`src/rtl/pmaw_pkg.sv`:
```
// Shared widths, payload types and constants for the pose moving average block.
// No dependencies; compiled first.
`default_nettype none

package pmaw_pkg;

   localparam int POS_W          = 24;
   localparam int HDG_W          = 16;
   localparam int WLEN_W         = 5;
   localparam int WINDOW_MAX_DEF = 16;
   localparam int LANES          = 3;

   localparam int LANE_X = 0;
   localparam int LANE_Y = 1;
   localparam int LANE_H = 2;

   typedef logic signed [POS_W-1:0] pos_type;
   typedef logic signed [HDG_W-1:0] hdg_type;
   typedef logic [WLEN_W-1:0]       wlen_type;

   localparam wlen_type WLEN_RESET = wlen_type'(5);

endpackage

`default_nettype wire

```
`src/rtl/pmaw_ifs.sv`:
```
// Valid/ready channel interfaces for the request, response and CSR write ports.
// Depends on pmaw_pkg for the payload types.
`default_nettype none

interface pmaw_req_if import pmaw_pkg::*; ();
   logic    valid;
   logic    ready;
   pos_type pos_x;
   pos_type pos_y;
   hdg_type heading;
   logic    first_point;

   modport source (output valid, output pos_x, output pos_y, output heading,
                   output first_point, input ready);
   modport sink   (input valid, input pos_x, input pos_y, input heading,
                   input first_point, output ready);
endinterface

interface pmaw_rsp_if import pmaw_pkg::*; ();
   logic    valid;
   logic    ready;
   pos_type avg_x;
   pos_type avg_y;
   hdg_type avg_heading;

   modport source (output valid, output avg_x, output avg_y, output avg_heading,
                   input ready);
   modport sink   (input valid, input avg_x, input avg_y, input avg_heading,
                   output ready);
endinterface

interface pmaw_csr_if import pmaw_pkg::*; ();
   logic     valid;
   logic     ready;
   wlen_type window_length;

   modport source (output valid, output window_length, input ready);
   modport sink   (input valid, input window_length, output ready);
endinterface

`default_nettype wire

```
`src/rtl/pmaw_div.sv`:
```
// Three-lane restoring divider, one quotient bit per cycle, signed dividend
// truncated toward zero. Depends on pmaw_pkg for the lane count.
`default_nettype none

module pmaw_div import pmaw_pkg::*; #(
   parameter int NUM_W = 28,
   parameter int DEN_W = 5
) (
   input  logic                    clock,
   input  logic                    reset,
   input  logic                    start,
   input  logic [DEN_W-1:0]        den,
   input  logic signed [NUM_W-1:0] num [LANES],
   output logic                    done,
   output logic signed [NUM_W-1:0] quo [LANES]
);

   localparam int ITER_W = $clog2(NUM_W + 1);

   logic              busy_ff;
   logic              done_ff;
   logic [ITER_W-1:0] iter_ff;
   logic [DEN_W-1:0]  den_ff;
   logic [DEN_W-1:0]  rem_ff  [LANES];
   logic [NUM_W-1:0]  quo_ff  [LANES];
   logic              neg_ff  [LANES];

   logic [DEN_W:0]    trial   [LANES];
   logic [DEN_W:0]    diff    [LANES];
   logic              ge      [LANES];
   logic [DEN_W-1:0]  rem_in  [LANES];
   logic [NUM_W-1:0]  quo_in  [LANES];

   always_comb begin
      for (int i = 0; i < LANES; i++) begin
         trial[i]  = {rem_ff[i], quo_ff[i][NUM_W-1]};
         diff[i]   = trial[i] - {1'b0, den_ff};
         ge[i]     = trial[i] >= {1'b0, den_ff};
         rem_in[i] = ge[i] ? diff[i][DEN_W-1:0] : trial[i][DEN_W-1:0];
         quo_in[i] = {quo_ff[i][NUM_W-2:0], ge[i]};
      end
   end

   always_ff @(posedge clock) begin
      if (reset) begin
         busy_ff <= 1'b0;
         done_ff <= 1'b0;
         iter_ff <= '0;
      end else begin
         done_ff <= 1'b0;
         if (start) begin
            busy_ff <= 1'b1;
            iter_ff <= ITER_W'(NUM_W);
         end else if (busy_ff) begin
            iter_ff <= iter_ff - 1'b1;
            if (iter_ff == ITER_W'(1)) begin
               busy_ff <= 1'b0;
               done_ff <= 1'b1;
            end
         end
      end
   end

   always_ff @(posedge clock) begin
      if (start) begin
         den_ff <= den;
         for (int i = 0; i < LANES; i++) begin
            rem_ff[i] <= '0;
            neg_ff[i] <= num[i][NUM_W-1];
            quo_ff[i] <= num[i][NUM_W-1] ? (~num[i] + 1'b1) : num[i];
         end
      end else if (busy_ff) begin
         for (int i = 0; i < LANES; i++) begin
            rem_ff[i] <= rem_in[i];
            quo_ff[i] <= quo_in[i];
         end
      end
   end

   always_comb begin
      for (int i = 0; i < LANES; i++) begin
         quo[i] = neg_ff[i] ? (~quo_ff[i] + 1'b1) : quo_ff[i];
      end
   end

   assign done = done_ff;

endmodule

`default_nettype wire

```
`src/rtl/pose_moving_average_warmup.sv`:
```
// Each request reads count window entries and divides their sums, count =
// min(points in list, window), NUM_W = 24 + log2(WINDOW_MAX) dividend bits.
// One request at a time: a new one is taken only after the previous response is loaded;
// the window memory read port (one entry per cycle) and the bit-serial divider set the pace.
// Reset: synchronous, active high; clears fill count and write slot, window length to 5.
// The window memory is not cleared; only entries of the current list are read.
`default_nettype none

module pose_moving_average_warmup import pmaw_pkg::*; #(
   parameter int WINDOW_MAX = WINDOW_MAX_DEF
) (
   input  logic       clock,
   input  logic       reset,
   pmaw_req_if.sink   req_if,
   pmaw_rsp_if.source rsp_if,
   pmaw_csr_if.sink   csr_if
);

   localparam int SLOT_W  = $clog2(WINDOW_MAX);
   localparam int CNT_W   = $clog2(WINDOW_MAX + 1);
   localparam int LEN_W   = (CNT_W > WLEN_W) ? CNT_W : WLEN_W;
   localparam int SUM_W   = POS_W + $clog2(WINDOW_MAX);
   localparam int SUMH_W  = HDG_W + $clog2(WINDOW_MAX);
   localparam int ENTRY_W = 2 * POS_W + HDG_W;

   localparam logic [SLOT_W-1:0] SLOT_LAST = SLOT_W'(WINDOW_MAX - 1);
   localparam logic [CNT_W-1:0]  CNT_FULL  = CNT_W'(WINDOW_MAX);
   localparam logic [LEN_W-1:0]  LEN_MAX   = LEN_W'(WINDOW_MAX);

   localparam logic [1:0] ST_IDLE = 2'd0;
   localparam logic [1:0] ST_READ = 2'd1;
   localparam logic [1:0] ST_DIV  = 2'd2;
   localparam logic [1:0] ST_OUT  = 2'd3;

   logic [ENTRY_W-1:0]      mem [WINDOW_MAX];

   logic [1:0]              state_ff, state_in;
   wlen_type                wlen_ff;
   logic [SLOT_W-1:0]       write_slot_ff, write_slot_in;
   logic [CNT_W-1:0]        fill_ff, fill_in;
   logic [SLOT_W-1:0]       rd_slot_ff, rd_slot_in;
   logic [CNT_W-1:0]        issue_left_ff, issue_left_in;
   logic [CNT_W-1:0]        count_ff, count_in;
   logic                    rd_vld_ff;
   logic [ENTRY_W-1:0]      rd_data_ff;
   logic signed [SUM_W-1:0] sum_x_ff, sum_x_in;
   logic signed [SUM_W-1:0] sum_y_ff, sum_y_in;
   logic signed [SUMH_W-1:0] sum_h_ff, sum_h_in;
   logic                    rsp_valid_ff, rsp_valid_in;
   pos_type                 avg_x_ff, avg_y_ff;
   hdg_type                 avg_h_ff;

   logic                    req_fire;
   logic                    rd_en;
   logic                    div_start;
   logic                    div_done;
   logic                    rsp_load;
   logic [SLOT_W-1:0]       wr_slot;
   logic [CNT_W-1:0]        fill_base;
   logic [LEN_W-1:0]        wl_ext;
   logic [LEN_W-1:0]        len_w;
   logic [CNT_W-1:0]        len;
   logic signed [SUM_W-1:0] div_num [LANES];
   logic signed [SUM_W-1:0] div_quo [LANES];
   pos_type                 rd_x, rd_y;
   hdg_type                 rd_h;

   assign req_fire = req_if.valid && req_if.ready;
   assign req_if.ready = (state_ff == ST_IDLE);
   assign csr_if.ready = 1'b1;

   assign wl_ext = LEN_W'(wlen_ff);
   assign len_w  = (wl_ext == '0) ? LEN_W'(1) : ((wl_ext > LEN_MAX) ? LEN_MAX : wl_ext);
   assign len    = len_w[CNT_W-1:0];

   assign wr_slot   = req_if.first_point ? '0 : write_slot_ff;
   assign fill_base = req_if.first_point ? '0 : fill_ff;

   assign rd_en     = (state_ff == ST_READ) && (issue_left_ff != '0);
   assign div_start = (state_ff == ST_READ) && (issue_left_ff == '0) && !rd_vld_ff;
   assign rsp_load  = (state_ff == ST_OUT) && (!rsp_valid_ff || rsp_if.ready);

   assign rd_x = rd_data_ff[POS_W-1:0];
   assign rd_y = rd_data_ff[2*POS_W-1:POS_W];
   assign rd_h = rd_data_ff[ENTRY_W-1:2*POS_W];

   always_comb begin
      state_in      = state_ff;
      write_slot_in = write_slot_ff;
      fill_in       = fill_ff;
      rd_slot_in    = rd_slot_ff;
      issue_left_in = issue_left_ff;
      count_in      = count_ff;
      sum_x_in      = sum_x_ff;
      sum_y_in      = sum_y_ff;
      sum_h_in      = sum_h_ff;
      rsp_valid_in  = rsp_valid_ff && !rsp_if.ready;

      if (rd_vld_ff) begin
         sum_x_in = sum_x_ff + {{(SUM_W-POS_W){rd_x[POS_W-1]}}, rd_x};
         sum_y_in = sum_y_ff + {{(SUM_W-POS_W){rd_y[POS_W-1]}}, rd_y};
         sum_h_in = sum_h_ff + {{(SUMH_W-HDG_W){rd_h[HDG_W-1]}}, rd_h};
      end

      case (state_ff)
         ST_IDLE: begin
            if (req_fire) begin
               write_slot_in = (wr_slot == SLOT_LAST) ? '0 : wr_slot + 1'b1;
               fill_in       = (fill_base == CNT_FULL) ? fill_base : fill_base + 1'b1;
               count_in      = (fill_in < len) ? fill_in : len;
               issue_left_in = count_in;
               rd_slot_in    = wr_slot;
               sum_x_in      = '0;
               sum_y_in      = '0;
               sum_h_in      = '0;
               state_in      = ST_READ;
            end
         end
         ST_READ: begin
            if (rd_en) begin
               issue_left_in = issue_left_ff - 1'b1;
               rd_slot_in    = (rd_slot_ff == '0) ? SLOT_LAST : rd_slot_ff - 1'b1;
            end
            if (div_start) begin
               state_in = ST_DIV;
            end
         end
         ST_DIV: begin
            if (div_done) begin
               state_in = ST_OUT;
            end
         end
         ST_OUT: begin
            if (rsp_load) begin
               rsp_valid_in = 1'b1;
               state_in     = ST_IDLE;
            end
         end
         default: begin
            state_in = ST_IDLE;
         end
      endcase
   end

   always_ff @(posedge clock) begin
      if (reset) begin
         state_ff      <= ST_IDLE;
         wlen_ff       <= WLEN_RESET;
         write_slot_ff <= '0;
         fill_ff       <= '0;
         issue_left_ff <= '0;
         rd_vld_ff     <= 1'b0;
         rsp_valid_ff  <= 1'b0;
      end else begin
         state_ff      <= state_in;
         write_slot_ff <= write_slot_in;
         fill_ff       <= fill_in;
         issue_left_ff <= issue_left_in;
         rd_vld_ff     <= rd_en;
         rsp_valid_ff  <= rsp_valid_in;
         if (csr_if.valid && csr_if.ready) begin
            wlen_ff <= csr_if.window_length;
         end
      end
   end

   always_ff @(posedge clock) begin
      rd_slot_ff <= rd_slot_in;
      count_ff   <= count_in;
      sum_x_ff   <= sum_x_in;
      sum_y_ff   <= sum_y_in;
      sum_h_ff   <= sum_h_in;
      if (rsp_load) begin
         avg_x_ff <= div_quo[LANE_X][POS_W-1:0];
         avg_y_ff <= div_quo[LANE_Y][POS_W-1:0];
         avg_h_ff <= div_quo[LANE_H][HDG_W-1:0];
      end
   end

   always_ff @(posedge clock) begin
      if (req_fire) begin
         mem[wr_slot] <= {req_if.heading, req_if.pos_y, req_if.pos_x};
      end
      if (rd_en) begin
         rd_data_ff <= mem[rd_slot_ff];
      end
   end

   assign div_num[LANE_X] = sum_x_ff;
   assign div_num[LANE_Y] = sum_y_ff;
   assign div_num[LANE_H] = {{(SUM_W-SUMH_W){sum_h_ff[SUMH_W-1]}}, sum_h_ff};

   pmaw_div #(
      .NUM_W (SUM_W),
      .DEN_W (CNT_W)
   ) u_div (
      .clock (clock),
      .reset (reset),
      .start (div_start),
      .den   (count_ff),
      .num   (div_num),
      .done  (div_done),
      .quo   (div_quo)
   );

   assign rsp_if.valid       = rsp_valid_ff;
   assign rsp_if.avg_x       = avg_x_ff;
   assign rsp_if.avg_y       = avg_y_ff;
   assign rsp_if.avg_heading = avg_h_ff;

endmodule

`default_nettype wire

```
`src/flat_wrapper.sv`:
```
// flat-port wrapper written by rule: the top's interface ports become plain ports
module pose_moving_average_warmup_flat import pmaw_pkg::*;
#(
   parameter int WINDOW_MAX = WINDOW_MAX_DEF
)
  (clock, reset, req_if_valid, req_if_pos_x, req_if_pos_y, req_if_heading, req_if_first_point, req_if_ready, rsp_if_valid, rsp_if_avg_x, rsp_if_avg_y, rsp_if_avg_heading, rsp_if_ready, csr_if_valid, csr_if_window_length, csr_if_ready);
  pmaw_req_if req_if_i ();
  pmaw_rsp_if rsp_if_i ();
  pmaw_csr_if csr_if_i ();
  input  logic clock;
  input  logic reset;
  input wire logic [$bits(req_if_i.valid)-1:0] req_if_valid;
  input wire logic [$bits(req_if_i.pos_x)-1:0] req_if_pos_x;
  input wire logic [$bits(req_if_i.pos_y)-1:0] req_if_pos_y;
  input wire logic [$bits(req_if_i.heading)-1:0] req_if_heading;
  input wire logic [$bits(req_if_i.first_point)-1:0] req_if_first_point;
  output wire logic [$bits(req_if_i.ready)-1:0] req_if_ready;
  output wire logic [$bits(rsp_if_i.valid)-1:0] rsp_if_valid;
  output wire logic [$bits(rsp_if_i.avg_x)-1:0] rsp_if_avg_x;
  output wire logic [$bits(rsp_if_i.avg_y)-1:0] rsp_if_avg_y;
  output wire logic [$bits(rsp_if_i.avg_heading)-1:0] rsp_if_avg_heading;
  input wire logic [$bits(rsp_if_i.ready)-1:0] rsp_if_ready;
  input wire logic [$bits(csr_if_i.valid)-1:0] csr_if_valid;
  input wire logic [$bits(csr_if_i.window_length)-1:0] csr_if_window_length;
  output wire logic [$bits(csr_if_i.ready)-1:0] csr_if_ready;
  assign req_if_i.valid = req_if_valid;
  assign req_if_i.pos_x = req_if_pos_x;
  assign req_if_i.pos_y = req_if_pos_y;
  assign req_if_i.heading = req_if_heading;
  assign req_if_i.first_point = req_if_first_point;
  assign req_if_ready = req_if_i.ready;
  assign rsp_if_valid = rsp_if_i.valid;
  assign rsp_if_avg_x = rsp_if_i.avg_x;
  assign rsp_if_avg_y = rsp_if_i.avg_y;
  assign rsp_if_avg_heading = rsp_if_i.avg_heading;
  assign rsp_if_i.ready = rsp_if_ready;
  assign csr_if_i.valid = csr_if_valid;
  assign csr_if_i.window_length = csr_if_window_length;
  assign csr_if_ready = csr_if_i.ready;
  pose_moving_average_warmup #(.WINDOW_MAX(WINDOW_MAX)) u_core (.clock(clock), .reset(reset), .req_if(req_if_i), .rsp_if(rsp_if_i), .csr_if(csr_if_i));
endmodule
```
`config.mk`:
```
export PLATFORM = sky130hd
export DESIGN_NAME = pose_moving_average_warmup_flat
export DESIGN_NICKNAME = d
export VERILOG_FILES = /design/src/rtl/pmaw_pkg.sv /design/src/rtl/pmaw_ifs.sv /design/src/rtl/pmaw_div.sv /design/src/rtl/pose_moving_average_warmup.sv /design/src/flat_wrapper.sv
export SDC_FILE = /design/constraint.sdc
export NUM_CORES = 2
export LEC_CHECK = 0
export BUFFER_PORTS_ARGS = -buffer_cell sky130_fd_sc_hd__buf_4
export CAP_MARGIN = 5
export CORE_MARGIN = 5
export CORE_UTILIZATION = 48
export DETAILED_ROUTE_END_ITERATION = 10
export GPL_TIMING_DRIVEN = 0
export PLACE_DENSITY = 0.72
export SYNTH_ARGS = -nofsm -noshare
export SYNTH_HDL_FRONTEND = slang
export SYNTH_HIERARCHICAL = 1
export SYNTH_SLANG_ARGS = --single-unit
export TNS_END_PERCENT = 30
```
`constraint.sdc`:
```
create_clock -name clock -period 4.9 [get_ports clock]
set_input_delay 0.49 -clock clock [delete_from_list [all_inputs] [get_ports clock]]
set_output_delay 0.49 -clock clock [all_outputs]
set_load 0.02 [all_outputs]
```
# Word level (Yosys, flattened, before mapping)
# Memory sizes are Yosys's and may differ from the RTL's. A register that Yosys moved wholly into a read port is not among the register bits.
# Cells that the tools add are included.
[classes]
addsub = 17
n_lt_le_gt_ge = 5
eq_ne = 11
muxes = 58
n_bitwise = 13
reduce_logical = 22
[op_table]
columns = ["operator", "count"]
rows = [
  ["$mux W28", 12],
  ["$add A28 B1 Y28 const B", 3],
  ["$not A28 Y28", 3],
  ["$mux W5", 15],
  ["$mux W20", 3],
  ["$add A28 B28 Y28", 2],
  ["$add A24 B1 Y24 const B", 2],
  ["$mux W24", 2],
  ["$not A24 Y24", 2],
  ["$add A20 B20 Y20", 1],
  ["$mux W4", 5],
  ["$ge A6 B5 Y1", 3],
  ["$add A16 B1 Y16 const B", 1],
  ["$mux W16", 1],
  ["$not A16 Y16", 1],
  ["$sub A5 B5 Y5", 3],
  ["$mux W1", 13],
  ["$logic_not A5 Y1", 2],
  ["$pmux W5 S2", 1],
  ["$sub A5 B1 Y5 const B", 2],
  ["$mux W2", 4],
  ["$pmux W2 S4", 1],
  ["$pmux W4 S2", 1],
  ["$logic_and A1 B1 Y1", 6],
  ["other kinds (25)", 37],
]
[word_totals]
register_bits = 184
ramBits = 1126
in_bits = 75
output_inout_bits = 67
wordCells = 150
n_memories = 4
[memory_table]
columns = ["name", "depth", "word_bits", "rd", "rd_ports_with_merged_regs", "write_ports", "line", "source"]
rows = [
  ["u_core.mem", 16, 64, 1, 1, 1, "pose_moving_average_warmup.sv:35", "logic [ENTRY_W-1:0] mem [WINDOW_MAX];"],
  ["u_core.u_div.quo_ff", 3, 28, 3, 0, 3, "pmaw_div.sv:25", "logic [NUM_W-1:0] quo_ff [LANES];"],
  ["u_core.u_div.rem_ff", 3, 5, 3, 0, 3, "pmaw_div.sv:24", "logic [DEN_W-1:0] rem_ff [LANES];"],
  ["u_core.u_div.neg_ff", 3, 1, 3, 0, 3, "pmaw_div.sv:26", "logic neg_ff [LANES];"],
]

# Longest topological paths before layout
[logic_depth]
word_depth = 7
depth_mapped = 18
ltp_nobuf = 17

# Modules after synthesis
# The synthesis kept the hierarchy.
[modules_own_cells]
columns = ["mod", "n_inst", "cells_each", "area_each_um2", "seq_area_each_um2"]
rows = [
  ["pose_moving_average_warmup", 1, 3000, 50747.4, 36845.3],
  ["pmaw_div", 1, 920, 8516.9, 3353.2],
]

# Worst setup path before layout
# Ideal clock, no wire load.
[synth_timing]
path_type = "register -> register"
startpoint = "register u_core.state_ff[0]"
endpoint = "memory u_core/mem[3][0] in the netlist's numbering (enable)"
setup_time_ps = 486
arrival_ps = 4162
required_ps = 4414
setup_slack_ps = 251
stages_incl_launch_ff = 8
path_buffers = 1
period_less_slack_ps = 4649
cell_sequence = "dfxtp_1 > inv_1 > ha_1 > nand2_1 > clkinv_1 > clkbuf_1 > nand2_1 > nor2_1"
[synth_via]
elab_chain_cells = 4
[synth_rtl]
columns = ["element", "line", "source"]
rows = [
  ["from (decl)", "pose_moving_average_warmup.sv:37", "logic [1:0] state_ff, state_in;"],
  ["from (signal assigned)", "pose_moving_average_warmup.sv:155", "state_ff <= state_in;"],
  ["$logic_not A2 Y1", "pose_moving_average_warmup.sv:69", "assign req_if.ready = (state_ff == ST_IDLE);"],
  ["via req_if_ready", "flat_wrapper.sv:17", "output wire logic [$bits(req_if_i.ready)-1:0] req_if_ready;"],
  ["$logic_and A1 B1 Y1", "pose_moving_average_warmup.sv:68", "assign req_fire = req_if.valid && req_if.ready;"],
  ["$mux W1", "pose_moving_average_warmup.sv:181", "if (req_fire) begin"],
  ["$mux W1 (not written as such)", "pose_moving_average_warmup.sv:182", "mem[wr_slot] <= {req_if.heading, req_if.pos_y, req_if.pos_x};"],
  ["to (decl)", "pose_moving_average_warmup.sv:35", ""],
]
# The timed path passes the listed nets, and every way through them passes these cells.

==> metrics.md <==
| Metric | Value |
|---|---|
| M1 WL | `56.97 mm` |
| Fraction of layout cells with a size suffix above 1 | `0.1542` |
| Global-route wire length before repair | `211.2 mm` |
| # clock sinks | `1374` |
| Drt drc | `0` |
| Vias per inst | `5.829` |
| Overall Global Routing Usage | `0.2128` |
| Core box area | `0.1219 sq mm` |
| Final Hold Fails | `0` |
| Met2 WL post-DR | `66.80 mm` |
| HPWL Detailed | `96.92 mm` |
| # port buffers | `139` |
| Crit path capture type | `flip-flop` |
| DRT iter0 DRCs | `3467` |
| FMAX | `216.8 MHz` |
| Worst min-delay path endpoint | `u_core/mem[2][43]` |
| RSZ-0062 raised after global routing | `false` |
| Synthesized Nets | `4061` |
| Final Skew | `0.02895 ns` |
| DRT Pass-1 Iters | `5` |
| GRT overflow | `0` |
| WL/cell | `23.59 um` |
| Die height | `360.2 um` |
| R2R depth | `11` |
| Relative slew slack | `0.1864` |
| Vias | `34.73k` |
| Hold Startpoint | `req_if_pos_y[19]` |
| CP arrival | `5.07 ns` |
| Clk slew on worst S/H paths | `0.06 ns` |
| Clock Latency Late Sink | `0.75 ns` |
| Final Instance Area | `0.06795 sq mm` |
| Setup TNS | `0 ns` |
| Final Max Slew Viols | `0` |
| Post-synthesis cell count | `3867` |
| Total wire length | `140.5 mm` |
| Total of max-cap violations | `0` |
| Period utilization | `0.9413` |
| Total die area | `0.1297 sq mm` |
| R2r setup slk | `0.29 ns` |
| Reg2reg end | `u_core/u_div/quo_ff[0][80]` |
| Synthesis Warnings | `6` |
| Uppermost routed layer | `met5` |
| CTS tree | `built` |
| DP Cell Count | `5679` |
| TritonCTS Buffers | `143` |
| Routability congestion estimate | `0.8672` |
| Largest net degree at the start of global routing | `70` |
| IR Drop Worst-Case VDD | `322.4 uV` |
| Initial Utilization | `0.4830` |
| Vias in the first global route | `34.43k` |
| H-tree levels | `4` |
| Fin cells | `5958` |
| Critical R2R Launch | `u_core/issue_left_ff[0]` |
| Initial antenna violation count | `16` |
| NumNets Final | `4407` |
| LEAKAGE | `22.95 nW` |
| Syn Area/Cell | `15.22 sq um` |
| Final setup fails | `0` |
| Worst slew pin tran | `1.220 ns` |
| Power Dens Cells | `625.4 mW/mm^2` |
| Die Width | `360.2 um` |
| Final Critical Period | `4.612 ns` |
| CTS max path bufs | `3` |
| Num ports | `142` |
| Hold Crit Class | `input port to flip-flop` |
| Layout area overhead | `15.44%` |
| Antenna-violating nets left | `0` |
| Startpoint types | `flip-flop` |
| Root Buffer | `clkbuf_16` |
| Crit-path max FO | `10` |
| Std cell rows | `128` |
| Synthesized cell area | `0.05886 sq mm` |
| # resized after CTS | `0` |
| Req. time, crit path | `5.36 ns` |
| Hold Path Stages | `1` |
| Placed inst area | `0.06314 sq mm` |
| Crit path kind | `flip-flop to flip-flop` |
| Outcome | `finished clean` |
| Met3 wire len | `12.62 mm` |
[power by group]
group | total (mW) | internal [mW] | switching [mW]
sequential | 16.2 | 15.0 | 1.29
combinational | 15.6 | 5.78 | 9.86
clock | 10.6 | 6.12 | 4.49
total | 42.5 | 26.9 | 15.6
[per-layer routing]
layer,up-vias,GRT usage
li1,15820,-
met1,17270,0.2850
met2,1372,0.3448
met3,267,0.05341
met4,4,0.06854
met5,-,0
[cells in the final DEF, fill, tap and decap left out, drive strengths merged, types with 18 or more instances in the layout]
cell,instances
edfxtp,1268
clkbuf,311
o21ai,299
nor2,251
mux2i,250
buf,239
nand2,184
a21oi,170
mux4,128
ha,113
xnor2,107
dfxtp,106
xor2,100
a22oi,68
mux2,66
a221oi,66
inv,66
clkinv,64
o31ai,54
a21o,45
nand3,43
nor3,28
a211oi,25
nand2b,24
or3,20
o41ai,20
or4,18
[worst max path at each step]
stage / startpoint / end / slack (ns) / cells past startpoint
floorplan: u_core/state_ff[0] / u_core/mem[3][0] / 0.25 / 7
global placement: u_core/state_ff[0] / u_core/mem[12][36] / -3.68 / 7
detailed placement: u_core/issue_left_ff[0] / u_core/u_div/quo_ff[0][80] / 0.32 / 11
CTS: u_core/issue_left_ff[0] / u_core/u_div/quo_ff[0][80] / 0.30 / 11
global route: u_core/issue_left_ff[0] / u_core/u_div/quo_ff[0][77] / 0.04 / 11
finish: u_core/issue_left_ff[0] / u_core/u_div/quo_ff[0][80] / 0.29 / 11
[metrics by stage]
step                setup WS [ns]  hold WS [ns]  power, mW  utilization
global placement           -3.683        0.4058      31.43       0.5082
CTS                        0.3046     0.0008320      42.55       0.5574
detailed placement         0.3238        0.4080      31.83       0.5181
finish                     0.2876       0.04429      42.49       0.5576
floorplan                  0.2513        0.4003      26.81            -
global route              0.03825       0.02593      44.81       0.5574
[critical path, cell delays in order, from the launching register on]
cell      delay (ns)
dfxtp_1         0.32
inv_1           0.11
ha_1            0.16
nor4b_1         0.84
nand2_1         0.18
nor2_1          0.89
clkbuf_1        0.37
nand2b_1        0.24
clkbuf_1        0.19
clkbuf_1        0.45
buf_1           0.46
a21oi_1         0.14
[cell type report]
type | count | area [sq um]
plain buffers | 190 | 763.2
well taps | 1625 | 2033
inverters | 64 | 240.2
diodes | 8 | 20.02
clock inverters | 84 | 912.1
clock buffers | 173 | 3734
flip-flops and latches | 1374 | 40200
multi-input cells | 2239 | 17800
fillers | 9381 | 53920
repair buffers | 201 | 2250
[what timing repair did]
| action | CTS | global route |
|---|---|---|
| hold buffers | 14 | 0 |
| hold endpoints to repair | 86 | 0 |
| setup buffers | 0 | 0 |
[sequential cells by signal (all words and copies together) (netlist names), 3 cells and up]
| name | cells |
|---|---|
| u_core/sum_y_ff | 28 |
| u_core/sum_h_ff | 20 |
| u_core/u_div/neg_ff | 3 |
| u_core/rd_slot_ff | 4 |
| u_core/write_slot_ff | 4 |
| u_core/rsp_if.avg_heading | 16 |
| u_core/fill_ff | 5 |
| u_core/u_div/rem_ff | 15 |
| u_core/rsp_if.avg_y | 24 |
| u_core/u_div/den_ff | 5 |
| u_core/mem | 1024 |
| u_core/issue_left_ff | 5 |
| u_core/u_div/iter_ff | 5 |
| u_core/count_ff | 5 |
| u_core/rsp_if.avg_x | 24 |
| u_core/rd_data_ff | 64 |
| u_core/u_div/quo_ff | 84 |
| u_core/wl_ext | 5 |
| u_core/sum_x_ff | 28 |
(Power assumes the default switching activity.)
